### config.mk
export PLATFORM = sky130hd
export DESIGN_NAME = frame_deadline_pacer_with_debt_recovery_core
export DESIGN_NICKNAME = d
export VERILOG_FILES = /design/src/design/fdp_pkg.sv /design/src/design/frame_deadline_pacer_with_debt_recovery_core.sv /design/src/design/fdp_div.sv /design/src/design/fdp_dp.sv /design/src/design/fdp_ctrl.sv
export VERILOG_INCLUDE_DIRS = /design/src /design/src/design
export SDC_FILE = /design/constraint.sdc
export NUM_CORES = 2
export LEC_CHECK = 0
export BUFFER_PORTS_ARGS = -buffer_cell sky130_fd_sc_hd__clkbuf_2
export CAP_MARGIN = 20
export CORE_ASPECT_RATIO = 0.7
export CORE_UTILIZATION = 60
export CTS_CLUSTER_SIZE = 10
export DETAILED_ROUTE_END_ITERATION = 10
export HOLD_SLACK_MARGIN = 0.05
export PLACE_DENSITY_LB_ADDON = 0.08
export SLEW_MARGIN = 20
export SYNTH_ARGS = -nofsm -noshare
export SYNTH_HDL_FRONTEND = slang
export SYNTH_SLANG_ARGS = --single-unit
### constraint.sdc
create_clock -name clk_i -period 33.9 [get_ports clk_i]
set_input_delay 3.39 -clock clk_i [delete_from_list [all_inputs] [get_ports clk_i]]
set_output_delay 3.39 -clock clk_i [all_outputs]
set_load 0.03 [all_outputs]
### src/design/frame_deadline_pacer_with_debt_recovery_core_macros.svh
// assertion helpers for the frame deadline pacer
`ifndef FRAME_DEADLINE_PACER_WITH_DEBT_RECOVERY_CORE_MACROS_SVH
`define FRAME_DEADLINE_PACER_WITH_DEBT_RECOVERY_CORE_MACROS_SVH

// same-cycle implication, sampled on clk_i, off while rst_ni is low
`define FDP_ASSERT_IMP(name, ante, cons, msg) \
  name: assert property (@(posedge clk_i) disable iff (!rst_ni) (ante) |-> (cons)) else $error(msg);

// next-cycle implication, sampled on clk_i, off while rst_ni is low
`define FDP_ASSERT_NXT(name, ante, cons, msg) \
  name: assert property (@(posedge clk_i) disable iff (!rst_ni) (ante) |=> (cons)) else $error(msg);

`endif

### src/design/fdp_pkg.sv
package fdp_pkg;

  // default field widths
  localparam int unsigned TimeBits     = 48;
  localparam int unsigned IntervalBits = 32;
  // repayment interval counter width
  localparam int unsigned IvlLeftBits  = 32;
  // configuration register index width
  localparam int unsigned CfgIdxBits   = 1;

  // configuration register map
  typedef enum logic [CfgIdxBits-1:0] {
    REG_FRAME_INTERVAL  = 1'b0,
    REG_RECOVERY_WINDOW = 1'b1
  } reg_idx_e;

  // datapath operations issued by the controller
  typedef enum logic [3:0] {
    OP_NONE,
    OP_LOAD,
    OP_CLEAR,
    OP_MEAS,
    OP_PHASE,
    OP_TARGET,
    OP_DEBT,
    OP_DIV_N,
    OP_SET_N,
    OP_DIV_D,
    OP_APPLY,
    OP_STEP,
    OP_DEADLINE,
    OP_COMMIT
  } dp_op_e;

  // datapath flags seen by the controller
  typedef struct packed {
    logic rec_on;
    logic late_nz;
    logic ivl_zero;
    logic debt_nz;
    logic div_done;
  } dp_status_t;

endpackage

### src/design/frame_deadline_pacer_with_debt_recovery_core.sv
// Frame deadline pacer with lateness debt recovery.
// Input channel (in_valid_i/in_ready_o): cmd_i = 0 reports a frame start at
// start_time_i, cmd_i = 1 clears all pacing state. Every transaction yields
// exactly one result on the output channel (out_valid_o/out_ready_i).
// Configuration: cfg_we_i writes cfg_data_i into frame_interval (index 0) or
// recovery_window (index 1); write only while no transaction is in flight.
// Sequencing: one transaction at a time, as in_ready_o is high only while idle;
// the result becomes valid in the same cycle that the input is ready again. A
// clear command passes through a clear step and the output step. A frame start
// steps through measure, phase, target, debt and schedule; with recovery on it
// may divide the window by the interval, and the debt by the intervals left,
// before the step, deadline and output steps. The bit-serial divider makes one
// quotient bit per cycle over INTERVAL_BITS + 1 bits.
// The result sits in its own register, so in_ready_o rises again as soon as it
// is loaded, and the next transaction is worked on while the receiver stalls;
// that one waits in its last step until the result register is free.
// Reset clears the configuration registers, the pacing state and the result valid.
`include "frame_deadline_pacer_with_debt_recovery_core_macros.svh"

module frame_deadline_pacer_with_debt_recovery_core #(
  parameter int unsigned TIME_BITS     = fdp_pkg::TimeBits,
  parameter int unsigned INTERVAL_BITS = fdp_pkg::IntervalBits
) (
  input  logic                           clk_i,
  input  logic                           rst_ni,
  input  logic                           cfg_we_i,
  input  logic [fdp_pkg::CfgIdxBits-1:0] cfg_idx_i,
  input  logic [INTERVAL_BITS-1:0]       cfg_data_i,
  input  logic                           in_valid_i,
  output logic                           in_ready_o,
  input  logic                           cmd_i,
  input  logic [TIME_BITS-1:0]           start_time_i,
  output logic                           out_valid_o,
  input  logic                           out_ready_i,
  output logic [TIME_BITS-1:0]           next_deadline_o,
  output logic [INTERVAL_BITS:0]         recovery_debt_o,
  output logic                           recovery_limited_o,
  output logic                           has_previous_o,
  output logic signed [TIME_BITS-1:0]    measured_interval_o,
  output logic [TIME_BITS-1:0]           target_interval_o,
  output logic signed [TIME_BITS-1:0]    phase_error_o
);

  fdp_pkg::dp_op_e     op;
  fdp_pkg::dp_status_t status;
  logic                out_no_prev;
  logic                timing_zero;
  logic                debt_flagged;
  logic                in_accept;

  // sequencer
  fdp_ctrl u_ctrl (
    .clk_i       (clk_i),
    .rst_ni      (rst_ni),
    .in_valid_i  (in_valid_i),
    .in_cmd_i    (cmd_i),
    .in_ready_o  (in_ready_o),
    .out_valid_o (out_valid_o),
    .out_ready_i (out_ready_i),
    .status_i    (status),
    .op_o        (op)
  );

  // arithmetic and state
  fdp_dp #(
    .TIME_BITS     (TIME_BITS),
    .INTERVAL_BITS (INTERVAL_BITS)
  ) u_dp (
    .clk_i               (clk_i),
    .rst_ni              (rst_ni),
    .op_i                (op),
    .status_o            (status),
    .cfg_we_i            (cfg_we_i),
    .cfg_idx_i           (cfg_idx_i),
    .cfg_data_i          (cfg_data_i),
    .start_time_i        (start_time_i),
    .next_deadline_o     (next_deadline_o),
    .recovery_debt_o     (recovery_debt_o),
    .recovery_limited_o  (recovery_limited_o),
    .has_previous_o      (has_previous_o),
    .measured_interval_o (measured_interval_o),
    .target_interval_o   (target_interval_o),
    .phase_error_o       (phase_error_o)
  );

  // terms for the checks
  assign out_no_prev  = out_valid_o && !has_previous_o;
  assign timing_zero  = (measured_interval_o == '0) && (target_interval_o == '0) &&
                        (phase_error_o == '0);
  assign debt_flagged = out_valid_o && ((recovery_debt_o != '0) || recovery_limited_o);
  assign in_accept    = in_valid_i && in_ready_o;

  // checks
  `FDP_ASSERT_IMP(a_no_prev_zero, out_no_prev, timing_zero, "timing set without previous start")
  `FDP_ASSERT_IMP(a_debt_needs_prev, debt_flagged, has_previous_o, "debt without previous start")
  `FDP_ASSERT_NXT(a_busy_after_accept, in_accept, !in_ready_o, "input accepted while busy")

endmodule

### src/design/fdp_div.sv
module fdp_div #(
  parameter int unsigned NUM_BITS = 33,
  parameter int unsigned DEN_BITS = 32
) (
  input  logic                clk_i,
  input  logic                rst_ni,
  input  logic                start_i,
  input  logic [NUM_BITS-1:0] num_i,
  input  logic [DEN_BITS-1:0] den_i,
  output logic                done_o,
  output logic [NUM_BITS-1:0] quo_o,
  output logic                rem_nz_o
);

  localparam int unsigned CntBits = $clog2(NUM_BITS + 1);

  logic [NUM_BITS-1:0] quo_q;
  logic [DEN_BITS-1:0] rem_q;
  logic [DEN_BITS-1:0] den_q;
  logic [CntBits-1:0]  cnt_q;
  logic                busy_q;
  logic                done_q;
  logic [DEN_BITS:0]   trial;
  logic [DEN_BITS:0]   diff;
  logic                fits;

  // one restoring step per cycle, quotient bits shift in from the right
  always_comb begin
    trial = {rem_q, quo_q[NUM_BITS-1]};
    diff  = trial - {1'b0, den_q};
    fits  = ~diff[DEN_BITS];
  end

  // step counter and completion flag
  always_ff @(posedge clk_i or negedge rst_ni) begin
    if (!rst_ni) begin
      cnt_q  <= '0;
      busy_q <= 1'b0;
      done_q <= 1'b0;
    end else if (start_i) begin
      cnt_q  <= CntBits'(NUM_BITS);
      busy_q <= 1'b1;
      done_q <= 1'b0;
    end else if (busy_q) begin
      cnt_q <= cnt_q - 1'b1;
      if (cnt_q == CntBits'(1)) begin
        busy_q <= 1'b0;
        done_q <= 1'b1;
      end
    end
  end

  // partial remainder and quotient
  always_ff @(posedge clk_i) begin
    if (start_i) begin
      quo_q <= num_i;
      rem_q <= '0;
      den_q <= den_i;
    end else if (busy_q) begin
      rem_q <= fits ? diff[DEN_BITS-1:0] : trial[DEN_BITS-1:0];
      quo_q <= {quo_q[NUM_BITS-2:0], fits};
    end
  end

  assign done_o   = done_q;
  assign quo_o    = quo_q;
  assign rem_nz_o = |rem_q;

endmodule

### src/design/fdp_dp.sv
module fdp_dp #(
  parameter int unsigned TIME_BITS     = fdp_pkg::TimeBits,
  parameter int unsigned INTERVAL_BITS = fdp_pkg::IntervalBits
) (
  input  logic                              clk_i,
  input  logic                              rst_ni,
  input  fdp_pkg::dp_op_e                   op_i,
  output fdp_pkg::dp_status_t               status_o,
  input  logic                              cfg_we_i,
  input  logic [fdp_pkg::CfgIdxBits-1:0]    cfg_idx_i,
  input  logic [INTERVAL_BITS-1:0]          cfg_data_i,
  input  logic [TIME_BITS-1:0]              start_time_i,
  output logic [TIME_BITS-1:0]              next_deadline_o,
  output logic [INTERVAL_BITS:0]            recovery_debt_o,
  output logic                              recovery_limited_o,
  output logic                              has_previous_o,
  output logic signed [TIME_BITS-1:0]       measured_interval_o,
  output logic [TIME_BITS-1:0]              target_interval_o,
  output logic signed [TIME_BITS-1:0]       phase_error_o
);

  localparam int unsigned IvlBits  = fdp_pkg::IvlLeftBits;
  localparam int unsigned DebtBits = INTERVAL_BITS + 1;
  localparam int unsigned DenBits  = (INTERVAL_BITS > IvlBits) ? INTERVAL_BITS : IvlBits;
  localparam int unsigned SumBits  = ((TIME_BITS > DebtBits) ? TIME_BITS : DebtBits) + 1;
  localparam int unsigned DlBits   =
      ((TIME_BITS > INTERVAL_BITS) ? TIME_BITS : INTERVAL_BITS) + 1;
  localparam int unsigned WideBits = (DebtBits > IvlBits) ? DebtBits : IvlBits;

  // configuration and pacing state
  logic [INTERVAL_BITS-1:0] fi_q, rw_q;
  logic [TIME_BITS-1:0]     deadline_q, last_start_q;
  logic [DebtBits-1:0]      debt_q;
  logic [IvlBits-1:0]       ivl_left_q;
  logic                     seen_q;

  // per-transaction working registers
  logic [TIME_BITS-1:0]     start_q, meas_q, phase_q, target_q, late_q;
  logic                     had_prev_q, limited_q, rec_on_q;
  logic [INTERVAL_BITS-1:0] applied_q, step_q;

  // result registers
  logic [TIME_BITS-1:0]     nd_out_q, meas_out_q, target_out_q, phase_out_q;
  logic [DebtBits-1:0]      debt_out_q;
  logic                     limited_out_q, prev_out_q;

  // shared divider
  logic                     div_start, div_done, div_rem_nz;
  logic [DebtBits-1:0]      div_num, div_quo;
  logic [DenBits-1:0]       div_den;

  // combinational helpers
  logic [TIME_BITS:0]       diff_ms, diff_pd, diff_tg;
  logic [SumBits-1:0]       debt_sum;
  logic [DebtBits-1:0]      max_debt;
  logic                     debt_over;
  logic [DebtBits-1:0]      n_val;
  logic [WideBits-1:0]      n_wide;
  logic [IvlBits-1:0]       ivl_new;
  logic [INTERVAL_BITS-1:0] cap;
  logic                     desired_gt;
  logic [INTERVAL_BITS-1:0] applied_new;
  logic [INTERVAL_BITS-1:0] step_new;
  logic [DlBits-1:0]        dl_sum;
  logic [TIME_BITS-1:0]     time_max;
  logic [TIME_BITS-1:0]     dl_new;

  // a - b saturated to the signed time range
  function automatic logic [TIME_BITS-1:0] sat_diff(input logic [TIME_BITS:0] d);
    logic [TIME_BITS-1:0] r;
    if (!d[TIME_BITS] && d[TIME_BITS-1]) begin
      r = {1'b0, {(TIME_BITS-1){1'b1}}};
    end else if (d[TIME_BITS] && !d[TIME_BITS-1]) begin
      r = {1'b1, {(TIME_BITS-1){1'b0}}};
    end else begin
      r = d[TIME_BITS-1:0];
    end
    return r;
  endfunction

  // divider operand select: window over interval, or debt over intervals left
  assign div_start = (op_i == fdp_pkg::OP_DIV_N) || (op_i == fdp_pkg::OP_DIV_D);
  assign div_num   = (op_i == fdp_pkg::OP_DIV_N) ? {1'b0, rw_q} : debt_q;
  assign div_den   = (op_i == fdp_pkg::OP_DIV_N) ? DenBits'(fi_q) : DenBits'(ivl_left_q);

  fdp_div #(
    .NUM_BITS (DebtBits),
    .DEN_BITS (DenBits)
  ) u_div (
    .clk_i    (clk_i),
    .rst_ni   (rst_ni),
    .start_i  (div_start),
    .num_i    (div_num),
    .den_i    (div_den),
    .done_o   (div_done),
    .quo_o    (div_quo),
    .rem_nz_o (div_rem_nz)
  );

  // timing differences against the previous frame
  assign diff_ms = {1'b0, start_q} - {1'b0, last_start_q};
  assign diff_pd = {1'b0, start_q} - {1'b0, deadline_q};
  assign diff_tg = {1'b0, deadline_q} - {1'b0, last_start_q};

  // debt accumulation against the clamp of two intervals
  assign debt_sum  = SumBits'(debt_q) + SumBits'(late_q);
  assign max_debt  = {fi_q, 1'b0};
  assign debt_over = debt_sum > SumBits'(max_debt);

  // ceiling of the quotient, at least one interval
  assign n_val   = div_quo + DebtBits'(div_rem_nz);
  assign n_wide  = WideBits'(n_val);
  assign ivl_new = (n_val == '0) ? IvlBits'(1) : n_wide[IvlBits-1:0];

  // per-frame repayment capped at a quarter interval
  assign cap         = fi_q >> 2;
  assign desired_gt  = div_quo > DebtBits'(cap);
  assign applied_new = desired_gt ? cap : div_quo[INTERVAL_BITS-1:0];

  // shortened step and saturating deadline
  assign step_new = (fi_q > applied_q) ? (fi_q - applied_q) : '0;
  assign dl_sum   = DlBits'(start_q) + DlBits'(step_q);
  assign time_max = '1;
  assign dl_new   = (dl_sum > DlBits'(time_max)) ? time_max : dl_sum[TIME_BITS-1:0];

  // configuration registers and pacing state
  always_ff @(posedge clk_i or negedge rst_ni) begin
    if (!rst_ni) begin
      fi_q         <= '0;
      rw_q         <= '0;
      deadline_q   <= '0;
      last_start_q <= '0;
      debt_q       <= '0;
      ivl_left_q   <= '0;
      seen_q       <= 1'b0;
    end else begin
      if (cfg_we_i) begin
        case (cfg_idx_i)
          fdp_pkg::REG_FRAME_INTERVAL:  fi_q <= cfg_data_i;
          fdp_pkg::REG_RECOVERY_WINDOW: rw_q <= cfg_data_i;
          default: ;
        endcase
      end
      case (op_i)
        fdp_pkg::OP_CLEAR: begin
          deadline_q   <= '0;
          last_start_q <= '0;
          debt_q       <= '0;
          ivl_left_q   <= '0;
          seen_q       <= 1'b0;
        end
        fdp_pkg::OP_DEBT: begin
          if (!rec_on_q) begin
            debt_q     <= '0;
            ivl_left_q <= '0;
          end else if (debt_over) begin
            debt_q <= max_debt;
          end else begin
            debt_q <= debt_sum[DebtBits-1:0];
          end
        end
        fdp_pkg::OP_SET_N: ivl_left_q <= ivl_new;
        fdp_pkg::OP_APPLY: begin
          debt_q     <= debt_q - DebtBits'(applied_new);
          ivl_left_q <= ivl_left_q - 1'b1;
        end
        fdp_pkg::OP_DEADLINE: begin
          deadline_q   <= dl_new;
          last_start_q <= start_q;
          seen_q       <= 1'b1;
        end
        default: ;
      endcase
    end
  end

  // working registers and result registers
  always_ff @(posedge clk_i) begin
    case (op_i)
      fdp_pkg::OP_LOAD: start_q <= start_time_i;
      fdp_pkg::OP_CLEAR: begin
        had_prev_q <= 1'b0;
        meas_q     <= '0;
        phase_q    <= '0;
        target_q   <= '0;
        limited_q  <= 1'b0;
      end
      fdp_pkg::OP_MEAS: begin
        had_prev_q <= seen_q;
        meas_q     <= seen_q ? sat_diff(diff_ms) : '0;
      end
      fdp_pkg::OP_PHASE: begin
        phase_q <= seen_q ? sat_diff(diff_pd) : '0;
        late_q  <= diff_pd[TIME_BITS] ? '0 : diff_pd[TIME_BITS-1:0];
      end
      fdp_pkg::OP_TARGET: begin
        target_q  <= (seen_q && !diff_tg[TIME_BITS]) ? diff_tg[TIME_BITS-1:0] : '0;
        rec_on_q  <= (deadline_q != '0) && (fi_q != '0) && (rw_q != '0);
        limited_q <= 1'b0;
        applied_q <= '0;
      end
      fdp_pkg::OP_DEBT: limited_q <= rec_on_q && debt_over;
      fdp_pkg::OP_APPLY: begin
        applied_q <= applied_new;
        if (desired_gt) begin
          limited_q <= 1'b1;
        end
      end
      fdp_pkg::OP_STEP: step_q <= step_new;
      fdp_pkg::OP_COMMIT: begin
        nd_out_q      <= deadline_q;
        debt_out_q    <= debt_q;
        limited_out_q <= limited_q;
        prev_out_q    <= had_prev_q;
        meas_out_q    <= meas_q;
        target_out_q  <= target_q;
        phase_out_q   <= phase_q;
      end
      default: ;
    endcase
  end

  // status for the controller
  assign status_o.rec_on   = rec_on_q;
  assign status_o.late_nz  = |late_q;
  assign status_o.ivl_zero = (ivl_left_q == '0);
  assign status_o.debt_nz  = |debt_q;
  assign status_o.div_done = div_done;

  assign next_deadline_o     = nd_out_q;
  assign recovery_debt_o     = debt_out_q;
  assign recovery_limited_o  = limited_out_q;
  assign has_previous_o      = prev_out_q;
  assign measured_interval_o = meas_out_q;
  assign target_interval_o   = target_out_q;
  assign phase_error_o       = phase_out_q;

endmodule

### src/design/fdp_ctrl.sv
module fdp_ctrl (
  input  logic                clk_i,
  input  logic                rst_ni,
  input  logic                in_valid_i,
  input  logic                in_cmd_i,
  output logic                in_ready_o,
  output logic                out_valid_o,
  input  logic                out_ready_i,
  input  fdp_pkg::dp_status_t status_i,
  output fdp_pkg::dp_op_e     op_o
);

  typedef enum logic [3:0] {
    S_IDLE,
    S_CLR,
    S_MEAS,
    S_PHASE,
    S_TARGET,
    S_DEBT,
    S_SCHED,
    S_NWAIT,
    S_REPAY,
    S_DWAIT,
    S_STEP,
    S_DL,
    S_OUT
  } state_e;

  state_e state_q;
  logic   out_valid_q;
  logic   out_free;

  assign out_free = !out_valid_q || out_ready_i;

  // operation decode per state
  always_comb begin
    op_o = fdp_pkg::OP_NONE;
    case (state_q)
      S_IDLE:   if (in_valid_i) op_o = fdp_pkg::OP_LOAD;
      S_CLR:    op_o = fdp_pkg::OP_CLEAR;
      S_MEAS:   op_o = fdp_pkg::OP_MEAS;
      S_PHASE:  op_o = fdp_pkg::OP_PHASE;
      S_TARGET: op_o = fdp_pkg::OP_TARGET;
      S_DEBT:   op_o = fdp_pkg::OP_DEBT;
      S_SCHED: begin
        if (status_i.rec_on && (status_i.late_nz || status_i.ivl_zero)) begin
          op_o = fdp_pkg::OP_DIV_N;
        end
      end
      S_NWAIT:  if (status_i.div_done) op_o = fdp_pkg::OP_SET_N;
      S_REPAY:  if (status_i.debt_nz) op_o = fdp_pkg::OP_DIV_D;
      S_DWAIT:  if (status_i.div_done) op_o = fdp_pkg::OP_APPLY;
      S_STEP:   op_o = fdp_pkg::OP_STEP;
      S_DL:     op_o = fdp_pkg::OP_DEADLINE;
      S_OUT:    if (out_free) op_o = fdp_pkg::OP_COMMIT;
      default:  op_o = fdp_pkg::OP_NONE;
    endcase
  end

  // sequencer and result valid
  always_ff @(posedge clk_i or negedge rst_ni) begin
    if (!rst_ni) begin
      state_q     <= S_IDLE;
      out_valid_q <= 1'b0;
    end else begin
      // result valid: set on commit, dropped once the result is taken
      if ((state_q == S_OUT) && out_free) begin
        out_valid_q <= 1'b1;
      end else if (out_ready_i) begin
        out_valid_q <= 1'b0;
      end
      case (state_q)
        S_IDLE: begin
          if (in_valid_i) begin
            state_q <= in_cmd_i ? S_CLR : S_MEAS;
          end
        end
        S_CLR:    state_q <= S_OUT;
        S_MEAS:   state_q <= S_PHASE;
        S_PHASE:  state_q <= S_TARGET;
        S_TARGET: state_q <= S_DEBT;
        S_DEBT:   state_q <= S_SCHED;
        S_SCHED: begin
          if (!status_i.rec_on) begin
            state_q <= S_STEP;
          end else if (status_i.late_nz || status_i.ivl_zero) begin
            state_q <= S_NWAIT;
          end else begin
            state_q <= S_REPAY;
          end
        end
        S_NWAIT:  if (status_i.div_done) state_q <= S_REPAY;
        S_REPAY:  state_q <= status_i.debt_nz ? S_DWAIT : S_STEP;
        S_DWAIT:  if (status_i.div_done) state_q <= S_STEP;
        S_STEP:   state_q <= S_DL;
        S_DL:     state_q <= S_OUT;
        S_OUT: begin
          if (out_free) begin
            state_q <= S_IDLE;
          end
        end
        default:  state_q <= S_IDLE;
      endcase
    end
  end

  assign in_ready_o  = (state_q == S_IDLE);
  assign out_valid_o = out_valid_q;

endmodule

==> qor.txt <==
HPWL reported at the end of detailed placement - 126,200 um
Cell variety after synth - 94
GR Overflow Total - 0
DR iter-0 viols - 5,887
Sw Pwr - 2.718 mW
Share of cells above drive strength 1 - 0.1051
Total die area - 87,840 sq um
Std-Cell Rows - 89
Routed len/inst - 24.85 um
# fillers - 6,678
Die height - 248.3 um
Worst-path clk slew - 0.06 ns
Post-Syn Instances - 5,216
Sequential share of power - 0.314
Crit start category - register
Die X - 353.8 um
Clock root cell - clkbuf_16
Number of enable flip-flop cells after synthesis - 599
Worst Skew - 0.03427 ns
Clock Path Buffers - 3
Async set-or-reset flop fraction in the synthesized netlist - 0.2747
Int Pwr - 3.191 mW
Reg2reg start - u_dp.debt_q[0]$_DFFE_PN0P_
Hold buffers post-CTS - 0
Max_cap viols - 0
Multi-input gate area - 25,580 sq um
DR vias - 43,295
Drt drc - 0
Number of synthesized register bits - 870
Top FF cell, synth - edfxtp_1
# IOs - 316
Final instance area - 57,740 sq um
Worst-Skew Late Latency - 0.72 ns
Post-CTS sizing - 0
Commonest non-fill, non-tap cells in the layout - edfxtp_1, nor2_1, a21oi_1, nand2_1, ha_1
FF-to-FF End - u_dp.debt_q[31]$_DFFE_PN0P_
Most common cell after layout, fill and taps aside - edfxtp_1
Leakage - 24.17 nW
Routed vias/inst - 6.467
Max-slew headroom - 0.1377
Netlist Area Pre-Place - 51,980 sq um
Largest net degree at the start of global routing - 80
Pwr dens - 102.3 nW/um^2
Hold EP - u_dp.measured_interval_o[38]$_DFFE_PN_
Mean Syn Cell Area - 9.966 sq um
Routed wl met3 - 23,930 um
Hold depth - 0
Sequential share of the synthesized area - 0.4734
DR top layer - met5
Clk sink count - 870
Met2 wire length - 64,690 um
Tmin final - 7.440 ns
Crit path kind - register to register
Worst path required time - 34.46 ns
Yosys warns - 0
Vias in the first global route - 39,312
CTS H-tree depth - 3
Met1 WL - 74,630 um
Crit path DAT - 8.00 ns
# nets final - 5,936
Tcrit/Tclk final - 0.2195
DR pass1 iterations - 9
Reg area - 24,610 sq um
Reg2reg path depth - 24
Post-place instance area - 54,690 sq um
P&R area growth vs syn - 11.08%
Fmax - 134.4 MHz
Starting density of the core - 0.6118
Sw Ratio - 0.4599
Peak VDD IR - 0.00007268 V
First-pass GRT wire length - 246,300 um
Routed WL - 166,400 um
Final RePlAce weighted congestion - 1.027
Core area - 84,970 sq um
Logic gate share of total power - 0.513
CP Capture Type - register
Final TNS setup - 0 ns
Setup Fix Bufs, Post-CTS - 0
CP max FO - 35
Status - finished, final reports clean
I/O Buffers - 315
Setup Viol. Count Final - 0
RSZ-0062 raised after global routing - false
Hold_sp - u_dp.meas_q[38]$_SDFFCE_PN0P_
Final hold vios - 0
Hold/Removal Path Class - register to register
Reg2Reg Setup Slack - 26.46 ns
Max-slew violation count - 0
Initial antenna violation count - 5
Antenna violation net count after detailed routing - 0
Slew of the pin with the lowest slew margin - 1.282 ns
GR Util All Layers - 0.3727
Inserted Clock Buffers - 99
Clock share of power - 0.173
CTS tree - built
worst max path at each step:
stage | end | from | slack [ns] | cells after the start
after global placement | u_dp.debt_q[31]$_DFFE_PN0P_ | u_dp.debt_q[0]$_DFFE_PN0P_ | 26.94 | 24
after global routing | u_dp.debt_q[26]$_DFFE_PN0P_ | u_dp.u_div.quo_o[12]$_DFFE_PP_ | 26.25 | 21
after floorplan | u_dp.meas_q[12]$_SDFFCE_PN0P_ | out_ready_i | 18.12 | 9
after CTS | u_dp.debt_q[31]$_DFFE_PN0P_ | u_dp.debt_q[0]$_DFFE_PN0P_ | 26.78 | 24
final | u_dp.debt_q[31]$_DFFE_PN0P_ | u_dp.debt_q[0]$_DFFE_PN0P_ | 26.46 | 24
after detailed placement | u_dp.debt_q[31]$_DFFE_PN0P_ | u_dp.debt_q[0]$_DFFE_PN0P_ | 26.86 | 24
flip-flops by register name, summed over array words and instances, names as in the netlist, 48 cells and up:
signal,cells
u_dp.next_deadline_o,48
u_dp.last_start_q,48
u_dp.late_q,48
u_dp.meas_q,48
u_dp.measured_interval_o,48
u_dp.target_q,48
u_dp.phase_q,48
u_dp.start_q,48
u_dp.target_interval_o,48
u_dp.phase_error_o,48
u_dp.deadline_q,48
layout make-up:
class,instances,share of cell area
clock inverter,9,0.002687
multi-input combinational,3829,0.4429
timing repair buffer,364,0.03426
inverter,306,0.01989
sequential,870,0.4262
antenna,1,0.00004334
clock buffer,179,0.04936
tap,1137,0.02464
critical path: stages, from the launching register on:
cell and delay (ns):
dfrtp_1 0.46, ha_1 0.23, inv_1 0.07, fa_1 0.22, nor2b_1 0.07, o31a_1 0.31, o2111a_1 0.30, o311ai_1 0.78
a21oi_1 0.13, nor2b_1 0.47, o21ai_0 0.27, xor2_1 0.21, ha_1 0.33, nand2_1 0.11, nor3_1 0.40, nand4_1 0.38
o2111a_1 0.24, a2111o_1 0.41, a311oi_1 0.23, nand4b_1 0.12, or3_2 0.46, buf_4 0.33, mux2_2 0.35, a222oi_1 0.21
o311ai_1 0.17
power by group through the flow:
stage | Combinational [mW] | Clock [mW] | Sequential, mW
detailed placement | 2.92 | 0 | 1.85
CTS | 2.94 | 1.03 | 1.84
global placement | 2.89 | 0 | 1.85
global route | 3.29 | 1.07 | 1.87
floorplan | 2.09 | 0 | 1.77
finish | 3.03 | 1.02 | 1.86
synth_stat cells (all sizes together), types with 84 or more instances:
library cell,instances,area (sq um)
dfrtp,239,5981
xor2,124,1086
edfxtp,599,17990
xnor2,181,1585
inv,306,1149
clkbuf,177,665.6
nor2,472,1772
o21ai,325,1627
nor4,84,553.0
nor3,93,465.5
nand2,429,1610
a21oi,462,2320
ha,371,4642
nand3,105,525.5
a21o,196,1471
per-layer routing:
layer,global-route usage,vias up
met1,0.5724,20813
li1,-,19700
met4,0.07474,6
met5,0,-
met2,0.4923,2529
met3,0.1413,247
kinds of logic after synthesis:
family | count (synthesis) | synth area share
and+or+nand+nor | 1542 | 0.1399
buffers and inverters | 519 | 0.03841
xor gates and xnor gates | 305 | 0.05139
AOI/OAI and AO/OA | 1482 | 0.1808
adders and majority gates | 381 | 0.09276
muxes | 115 | 0.02323
other | 2 | 0.0001445
DFF | 870 | 0.4734
per-stage QoR:
stage	hold slack, ns	util	worst slack (ns)	cells	power [mW]
floorplan	0.4003	-	18.12	5218	3.859
global placement	0.4018	0.6436	26.94	6505	4.738
detailed placement	0.4045	0.6436	26.86	6505	4.769
CTS	0.4150	0.6790	26.78	6693	5.804
global route	0.4204	0.6796	26.25	6694	6.238
finish	0.4147	0.6796	26.46	6695	5.909
Note: power is estimated with default switching activity, not from simulation.
